`src/olt_pkg.sv`:
```
package olt_pkg;

  localparam int DEF_TABLE_DEPTH = 16;
  localparam int DEF_CLIENT_BITS = 16;
  localparam int DEF_KEY_BITS    = 32;

  localparam int OPCODE_BITS = 2;

  localparam logic [OPCODE_BITS-1:0] OP_TEST_SET = 2'd0;
  localparam logic [OPCODE_BITS-1:0] OP_RELEASE  = 2'd1;
  localparam logic [OPCODE_BITS-1:0] OP_CHECK    = 2'd2;

  typedef enum logic [1:0] {
    ST_IDLE,
    ST_WALK,
    ST_DRAIN
  } state_t;

  // Status that travels down the row of cells, one cell per cycle.
  typedef struct packed {
    logic active;
    logic found;
    logic hit;
    logic free_seen;
  } cell_tok_t;

endpackage

```
`src/olt_if.sv`:
```
interface olt_req_if import olt_pkg::*; #(
  parameter int CLIENT_BITS = DEF_CLIENT_BITS,
  parameter int KEY_BITS    = DEF_KEY_BITS
) ();
  logic                   valid;
  logic                   ready;
  logic [OPCODE_BITS-1:0] opcode;
  logic [CLIENT_BITS-1:0] requester;
  logic [KEY_BITS-1:0]    resource_key;

  modport source (output valid, output opcode, output requester, output resource_key,
                  input ready);
  modport sink (input valid, input opcode, input requester, input resource_key,
                output ready);
endinterface

interface olt_rsp_if;
  logic valid;
  logic ready;
  logic answer;
  logic table_full;

  modport source (output valid, output answer, output table_full, input ready);
  modport sink (input valid, input answer, input table_full, output ready);
endinterface

```
`src/owner_lock_table.sv`:
```
// An accepted item is registered, then walks the row of cells one cell per cycle; its result is
// registered and moves to the output register once that register is empty or its result is taken.
// The row of cells serves one item at a time; no new item is accepted until the last one left the row.
// A new item is accepted while the previous result still waits in the output register.
// Reset (synchronous, active low) empties the table and drops any item in progress.
module owner_lock_table import olt_pkg::*; #(
  parameter int TABLE_DEPTH = DEF_TABLE_DEPTH,
  parameter int CLIENT_BITS = DEF_CLIENT_BITS,
  parameter int KEY_BITS    = DEF_KEY_BITS
) (
  input  logic      clk,
  input  logic      rst_n,
  olt_req_if.sink   in_req,
  olt_rsp_if.source out_rsp
);

  state_t                 state_r, state_nxt;
  logic                   start_r, start_nxt;
  logic [OPCODE_BITS-1:0] req_op_r;
  logic [CLIENT_BITS-1:0] req_client_r;
  logic [KEY_BITS-1:0]    req_key_r;
  logic                   res_answer_r, res_answer_nxt;
  logic                   res_full_r, res_full_nxt;
  logic                   out_valid_r, out_valid_nxt;
  logic                   out_answer_r;
  logic                   out_full_r;
  logic                   in_fire;
  logic                   finish;
  logic                   insert;
  logic                   out_load;
  cell_tok_t              tok [TABLE_DEPTH+1];
  cell_tok_t              fin;
  logic [TABLE_DEPTH-1:0] act_vec;

  assign tok[0] = '{active: start_r, found: 1'b0, hit: 1'b0, free_seen: 1'b0};
  assign fin    = tok[TABLE_DEPTH];

  for (genvar i = 0; i < TABLE_DEPTH; i++) begin : g_cell
    olt_cell #(
      .CLIENT_BITS(CLIENT_BITS),
      .KEY_BITS   (KEY_BITS)
    ) u_cell (
      .clk       (clk),
      .rst_n     (rst_n),
      .req_op    (req_op_r),
      .req_client(req_client_r),
      .req_key   (req_key_r),
      .insert    (insert),
      .tok_in    (tok[i]),
      .tok_out   (tok[i+1])
    );
    assign act_vec[i] = tok[i+1].active;
  end

  always_comb begin
    state_nxt = state_r;
    case (state_r)
      ST_IDLE: begin
        if (in_req.valid) begin
          state_nxt = ST_WALK;
        end
      end
      ST_WALK: begin
        if (fin.active) begin
          state_nxt = ST_DRAIN;
        end
      end
      ST_DRAIN: begin
        if (!out_valid_r || out_rsp.ready) begin
          state_nxt = ST_IDLE;
        end
      end
      default: state_nxt = ST_IDLE;
    endcase
  end

  always_comb begin
    in_req.ready = 1'b0;
    finish       = 1'b0;
    out_load     = 1'b0;
    case (state_r)
      ST_IDLE:  in_req.ready = 1'b1;
      ST_WALK:  finish = fin.active;
      ST_DRAIN: out_load = !out_valid_r || out_rsp.ready;
      default: ;
    endcase
  end

  always_comb begin
    in_fire   = in_req.valid && in_req.ready;
    start_nxt = in_fire;
    insert    = finish && (req_op_r == OP_TEST_SET) && !fin.found && fin.free_seen;

    res_answer_nxt = res_answer_r;
    res_full_nxt   = res_full_r;
    if (finish) begin
      res_answer_nxt = 1'b0;
      res_full_nxt   = 1'b0;
      case (req_op_r)
        OP_TEST_SET: begin
          res_answer_nxt = fin.found ? fin.hit : fin.free_seen;
          res_full_nxt   = !fin.found && !fin.free_seen;
        end
        OP_RELEASE: res_answer_nxt = fin.hit;
        OP_CHECK:   res_answer_nxt = fin.hit;
        default:    res_answer_nxt = 1'b0;
      endcase
    end

    out_valid_nxt = out_valid_r && !out_rsp.ready;
    if (out_load) begin
      out_valid_nxt = 1'b1;
    end
  end

  always_ff @(posedge clk) begin
    if (!rst_n) begin
      state_r     <= ST_IDLE;
      start_r     <= 1'b0;
      out_valid_r <= 1'b0;
    end else begin
      state_r     <= state_nxt;
      start_r     <= start_nxt;
      out_valid_r <= out_valid_nxt;
    end
  end

  always_ff @(posedge clk) begin
    if (in_fire) begin
      req_op_r     <= in_req.opcode;
      req_client_r <= in_req.requester;
      req_key_r    <= in_req.resource_key;
    end
    res_answer_r <= res_answer_nxt;
    res_full_r   <= res_full_nxt;
    if (out_load) begin
      out_answer_r <= res_answer_r;
      out_full_r   <= res_full_r;
    end
  end

  assign out_rsp.valid      = out_valid_r;
  assign out_rsp.answer     = out_answer_r;
  assign out_rsp.table_full = out_full_r;

  // Only one item may be inside the row of cells at any time.
  a_one_item: assert property (@(posedge clk) disable iff (!rst_n) $onehot0(act_vec))
    else $error("more than one item in the cell row");

  a_accept_empty: assert property (@(posedge clk) disable iff (!rst_n)
    (in_req.valid && in_req.ready) |-> (act_vec == '0) && !start_r)
    else $error("item accepted while another is in the cell row");

  a_load_from_drain: assert property (@(posedge clk) disable iff (!rst_n)
    $rose(out_valid_r) |-> $past(state_r) == ST_DRAIN)
    else $error("result presented outside the drain step");

  a_answer_full: assert property (@(posedge clk) disable iff (!rst_n)
    out_valid_r |-> !(out_answer_r && out_full_r))
    else $error("grant and table full reported together");

endmodule

```
`src/olt_cell.sv`:
```
module olt_cell import olt_pkg::*; #(
  parameter int CLIENT_BITS = DEF_CLIENT_BITS,
  parameter int KEY_BITS    = DEF_KEY_BITS
) (
  input  logic                   clk,
  input  logic                   rst_n,
  input  logic [OPCODE_BITS-1:0] req_op,
  input  logic [CLIENT_BITS-1:0] req_client,
  input  logic [KEY_BITS-1:0]    req_key,
  input  logic                   insert,
  input  cell_tok_t              tok_in,
  output cell_tok_t              tok_out
);

  logic                   valid_r, valid_nxt;
  logic                   claim_r, claim_nxt;
  cell_tok_t              tok_r, tok_nxt;
  logic [CLIENT_BITS-1:0] owner_r;
  logic [KEY_BITS-1:0]    key_r;
  logic                   key_eq;
  logic                   pair_eq;
  logic                   write_en;

  always_comb begin
    key_eq   = valid_r && (key_r == req_key);
    pair_eq  = key_eq && (owner_r == req_client);
    write_en = insert && claim_r;

    tok_nxt           = tok_in;
    tok_nxt.found     = tok_in.found | (tok_in.active & key_eq);
    tok_nxt.hit       = tok_in.hit | (tok_in.active & pair_eq);
    tok_nxt.free_seen = tok_in.free_seen | (tok_in.active & ~valid_r);

    // The first free cell that the item passes remembers that it may take the insert.
    claim_nxt = claim_r;
    if (tok_in.active) begin
      claim_nxt = !valid_r && !tok_in.free_seen;
    end

    valid_nxt = valid_r;
    if (tok_in.active && (req_op == OP_RELEASE) && pair_eq) begin
      valid_nxt = 1'b0;
    end
    if (write_en) begin
      valid_nxt = 1'b1;
    end
  end

  always_ff @(posedge clk) begin
    if (!rst_n) begin
      valid_r <= 1'b0;
      claim_r <= 1'b0;
      tok_r   <= '0;
    end else begin
      valid_r <= valid_nxt;
      claim_r <= claim_nxt;
      tok_r   <= tok_nxt;
    end
  end

  always_ff @(posedge clk) begin
    if (write_en) begin
      owner_r <= req_client;
      key_r   <= req_key;
    end
  end

  assign tok_out = tok_r;

endmodule
```
`src/flat_wrapper.sv`:
```
// flat-port wrapper written by rule: the top's interface ports become plain ports
module owner_lock_table_flat import olt_pkg::*;
#(
  parameter int TABLE_DEPTH = DEF_TABLE_DEPTH,
  parameter int CLIENT_BITS = DEF_CLIENT_BITS,
  parameter int KEY_BITS    = DEF_KEY_BITS
)
  (clk, rst_n, in_req_valid, in_req_opcode, in_req_requester, in_req_resource_key, in_req_ready, out_rsp_valid, out_rsp_answer, out_rsp_table_full, out_rsp_ready);
  olt_req_if #(.CLIENT_BITS(CLIENT_BITS), .KEY_BITS(KEY_BITS)) in_req_i ();
  olt_rsp_if out_rsp_i ();
  input  logic clk;
  input  logic rst_n;
  input wire logic [$bits(in_req_i.valid)-1:0] in_req_valid;
  input wire logic [$bits(in_req_i.opcode)-1:0] in_req_opcode;
  input wire logic [$bits(in_req_i.requester)-1:0] in_req_requester;
  input wire logic [$bits(in_req_i.resource_key)-1:0] in_req_resource_key;
  output wire logic [$bits(in_req_i.ready)-1:0] in_req_ready;
  output wire logic [$bits(out_rsp_i.valid)-1:0] out_rsp_valid;
  output wire logic [$bits(out_rsp_i.answer)-1:0] out_rsp_answer;
  output wire logic [$bits(out_rsp_i.table_full)-1:0] out_rsp_table_full;
  input wire logic [$bits(out_rsp_i.ready)-1:0] out_rsp_ready;
  assign in_req_i.valid = in_req_valid;
  assign in_req_i.opcode = in_req_opcode;
  assign in_req_i.requester = in_req_requester;
  assign in_req_i.resource_key = in_req_resource_key;
  assign in_req_ready = in_req_i.ready;
  assign out_rsp_valid = out_rsp_i.valid;
  assign out_rsp_answer = out_rsp_i.answer;
  assign out_rsp_table_full = out_rsp_i.table_full;
  assign out_rsp_i.ready = out_rsp_ready;
  owner_lock_table #(.TABLE_DEPTH(TABLE_DEPTH), .CLIENT_BITS(CLIENT_BITS), .KEY_BITS(KEY_BITS)) u_core (.clk(clk), .rst_n(rst_n), .in_req(in_req_i), .out_rsp(out_rsp_i));
endmodule
```
`config.mk`:
```
export PLATFORM = sky130hd
export DESIGN_NAME = owner_lock_table_flat
export DESIGN_NICKNAME = d
export VERILOG_FILES = /design/src/olt_pkg.sv /design/src/olt_if.sv /design/src/owner_lock_table.sv /design/src/olt_cell.sv /design/src/flat_wrapper.sv
export SDC_FILE = /design/constraint.sdc
export NUM_CORES = 1
export LEC_CHECK = 0
export BUFFER_PORTS_ARGS = -buffer_cell sky130_fd_sc_hd__buf_2
export CAP_MARGIN = 20
export CORE_ASPECT_RATIO = 0.75
export CORE_MARGIN = 8
export CORE_UTILIZATION = 62
export DETAILED_ROUTE_END_ITERATION = 6
export HOLD_SLACK_MARGIN = 0.08
export PLACE_DENSITY = 0.79
export SLEW_MARGIN = 20
export SYNTH_ARGS = -nofsm -noshare
export SYNTH_HDL_FRONTEND = slang
export SYNTH_SLANG_ARGS = --single-unit
```
`constraint.sdc`:
```
create_clock -name clk -period 7.9 [get_ports clk]
set_input_delay 1.185 -clock clk [delete_from_list [all_inputs] [get_ports clk]]
set_output_delay 1.185 -clock clk [all_outputs]
set_load 0.01 [all_outputs]
```
==> flow_metrics.py <==
metrics = {
    "die": {
        "start_util_pct": 62.9,
        "die_area_sq_um": 69700,
        "core_sq_um": 60600,
        "die-width_um": 302,
        "die_h_um": 231,
        "ioPinCount": 58,
        "placementRows": 78,
    },
    "timing": {
        "fin_crit_ns": 3.08,
        "clock_skew_ns": 0.0362,
        "slew_violations": 0,
        "fmax_mhz": 325,
        "hold_viol": 0,
        "slew_headroom_pct": 26.9,
        "tightest_slew_ns": 1.09,
        "rsz0062_at_grt": "no",
        "fin_setup_tns_ns": 0,
        "fin_crit_sh_pct": 39.0,
        "setup_viol": 0,
    },
    "clock_tree": {
        "clock_latency_ns": 0.65,
        "clk_path_buf_depth": 3,
        "clkSinkCount": 922,
        "cts-htree-levels": 3,
        "numCtsBuffers": 86,
        "tritoncts": "built",
        "cts.reportedPaths.clkPinSlew_ns": 0.06,
        "cts_resized": 0,
        "cts-root-buf": "clkbuf_16",
        "post_cts_buffers": 0,
        "postCtsHoldBufs": 0,
    },
    "global_routing": {
        "grt_pass1_wl_mm": 134,
        "grt_max_degree": 66,
        "grt_pass1_vias": 21300,
        "track_usage_pct": 26.0,
        "grt_antenna_before_repair": 3,
        "grt_overflow": 0,
    },
    "critical_path": {
        "crit_fanout": 49,
        "worstPathRequired_ns": 8.44,
        "critical-path-max-stage-delay_ns": 0.83,
        "cp_data_arrival_time_ns": 3.62,
        "critPathBufInv": 2,
        "cpMaxStageDelayCell": "inv_2",
        "cp-start-kind": "register",
        "ff2ff_path_depth": 7,
        "r2r_start": "u_core.req_op_r[0]",
        "cp-end-kind": "register",
        "worstPathCellList": "inv_1 -> ha_1 -> and4b_2 -> nand2_1 -> inv_2 -> o21ai_0 -> a41oi_1",
        "reg2reg_to": "u_core.g_cell[13].u_cell.valid_r",
        "crit_type": "register to register",
        "cp_top_family": "simple AND/OR/NAND/NOR gates",
        "regToRegSetupSlack_ns": 4.82,
    },
    "power_and_ir_drop": {
        "power.leakage_nw": 14.1,
        "power-per-cell-area_nw_per_um2": 236,
        "p_seq_share_pct": 53.7,
        "sw_frac_of_total_pct": 21.5,
        "peakVddDrop_v": 0.000210,
        "p_comb_share_pct": 4.9,
        "power_switching_w": 0.00214,
        "p_int_w": 0.00780,
        "pwr-share-clk_pct": 41.4,
    },
    "logic_synthesis": {
        "ys.flop_type": "edfxtp_1",
        "synth.top_cell.area_share_pct": 64.8,
        "synth-edff-count": 822,
        "syn_area_sq_um": 38100,
        "seq_area_frac_synth_pct": 70.0,
        "ys_top_cells_by_area": "edfxtp_1 65%, xor2_1 15%, dfxtp_1 5.3%, nor4_1 3.6%, xnor2_1 1.5%",
        "ys_ff_latch": 922,
        "synth.avg_cell_area_sq_um": 15.1,
        "synth-async-reset-ratio_pct": 0,
        "yosysUniqueCellTypes": 47,
        "synthCells": 2525,
        "synth_nets": 2582,
        "synth_top_area_cell": "edfxtp_1",
        "yosys_warnings": 0,
    },
    "cells_and_area": {
        "area.sequential_sq_um": 26700,
        "nFillCells": 3854,
        "multi_input_area_sq_um": 10700,
        "antennaDiodeCount": 0,
        "area_growth_pct": 10.3,
        "drive_gt1_share_pct": 9.60,
        "fin_nets": 2672,
        "finalInstanceArea_sq_um": 42000,
    },
    "placement": {
        "postPlaceCellArea_sq_um": 39200,
        "io_buffers": 57,
        "place.gp.congestion": 0.840,
        "dpl.hpwl_mm": 49.2,
    },
    "worst_hold_path": {
        "min_from": "u_core.res_full_r",
        "holdPathStages": 0,
        "min_delay_worst_endpoint": "u_core.out_rsp.table_full",
        "hold_path_class": "register to register",
    },
    "route": {
        "avgViaCountPerCell": 6.16,
        "drt_iter0_drc": 2783,
        "drc": 0,
        "vias": 21500,
        "first_pass_iters": 7,
        "detail-route-antenna-nets": 0,
        "wl_per_cell_um": 26.2,
        "routed_wirelength_mm": 91.3,
    },
    "outcome": {
        "outcome": "complete, no violations",
    },
    "job": {
        "cap_violations": 0,
    },
}
## power groups by stage
| stage | Combinational (W) | Sequential, W | Clock (W) |
|---|---|---|---|
| detailed placement | 0.000487 | 0.00544 | 0 |
| floorplan | 0.000272 | 0.00546 | 0 |
| finish | 0.000492 | 0.00534 | 0.00411 |
| global placement | 0.000470 | 0.00544 | 0 |
| global route | 0.000523 | 0.00533 | 0.00433 |
| CTS | 0.000490 | 0.00534 | 0.00415 |
## flip-flops by register name, indices dropped and copies added (netlist names), 2 cells and up
signal,count
u_core.g_cell.u_cell.tok_out,64
u_core.req_client_r,16
u_core.req_key_r,32
u_core.g_cell.u_cell.owner_r,256
u_core.g_cell.u_cell.valid_r,16
u_core.state_r,2
u_core.g_cell.u_cell.key_r,512
u_core.g_cell.u_cell.claim_r,16
u_core.req_op_r,2
## synth_stat cells, types with 7 or more instances
cell type  number
nor3_1         54
mux2i_1        15
xor2_1        674
o21ai_0        14
nor2_1         76
and2_1         18
dfxtp_1       100
buf_2          81
nand2_1        49
a41oi_1         9
o21a_1         32
xnor2_1        64
edfxtp_1      822
nand3_1        25
buf_6           8
a2111oi_0       7
nand4_1        59
a21oi_1        22
inv_1          50
clkbuf_1       11
nor2b_1        66
nor4_1        218
## cell families (layout without fill, tap and decap cells)
kind of cell             Yosys count  after routing  synth area share (%)
multiplexers                      16             16                 0.424
flip-flops                       922            922                  70.0
adder cells (fa/ha/maj)            3              3                0.0985
AND/OR/NAND/NOR                  584            584                  8.58
buffers and inverters            159            322                  2.04
XOR/XNOR                         738            738                  17.0
AO/OA/AOI/OAI                    103            103                  1.88
## cells in the final DEF (no fill, tap or decap), types with 4 or more instances in the layout
master,synthesis,final
a2111oi_0,7,7
a211oi_1,4,4
a21oi_1,22,22
a31oi_1,5,5
a41oi_1,9,9
and2_1,18,15
and3_1,4,4
buf_2,81,57
buf_4,5,54
bufinv_16,0,4
clkbuf_1,11,24
clkbuf_16,0,91
clkbuf_8,0,11
clkinv_1,0,10
clkinv_2,0,17
dfxtp_1,100,100
edfxtp_1,822,822
inv_1,50,36
inv_2,0,13
mux2i_1,15,15
nand2_1,49,49
nand2b_1,4,4
nand3_1,25,25
nand4_1,59,59
nor2_1,76,76
nor2b_1,66,66
nor3_1,54,54
nor4_1,218,218
o21a_1,32,32
o21ai_0,14,14
xnor2_1,64,64
xor2_1,674,674
## metrics by stage
stage	utilization (%)	std cells	setup WS [ns]	total power [W]	hold WS, ns
floorplan	-	2525	5.11	0.00573	0.400
global placement	64.7	3327	4.64	0.00591	0.425
detailed placement	64.7	3327	4.89	0.00593	0.433
CTS	69.4	3488	4.90	0.00998	0.449
global route	69.4	3488	4.72	0.0102	0.464
finish	69.4	3488	4.82	0.00994	0.449
## worst max path at each step
stage | startpoint | slack, ns | cells past startpoint | endpoint
floorplan | in_req_valid | 5.11 | 1 | u_core.req_client_r[0]
global placement | u_core.req_op_r[0] | 4.64 | 6 | u_core.g_cell[0].u_cell.valid_r
detailed placement | u_core.req_op_r[0] | 4.89 | 8 | u_core.g_cell[3].u_cell.valid_r
CTS | u_core.req_op_r[0] | 4.90 | 7 | u_core.g_cell[1].u_cell.valid_r
global route | u_core.req_op_r[0] | 4.72 | 7 | u_core.g_cell[13].u_cell.valid_r
finish | u_core.req_op_r[0] | 4.82 | 7 | u_core.g_cell[13].u_cell.valid_r
## routing by layer
layer  up-vias  share of wire [%]  global-route usage, %
met1     10600                 42                   37.7
li1       9396                  -                      -
met5         -                  0                      0
met4         0                3.4                   9.45
met2      1268                 44                   39.0
met3       192                 10                   5.26
## cell type report
cell class / count / share of cell area [%]
Clock buffer: 126 / 5.99
Clock inverter: 35 / 0.708
Inverter: 50 / 0.446
Multi-Input combinational cell: 1444 / 25.3
Sequential cell: 922 / 63.5
Tap cell: 800 / 2.38
Timing Repair Buffer: 111 / 1.64
(Power assumes the default switching activity.)
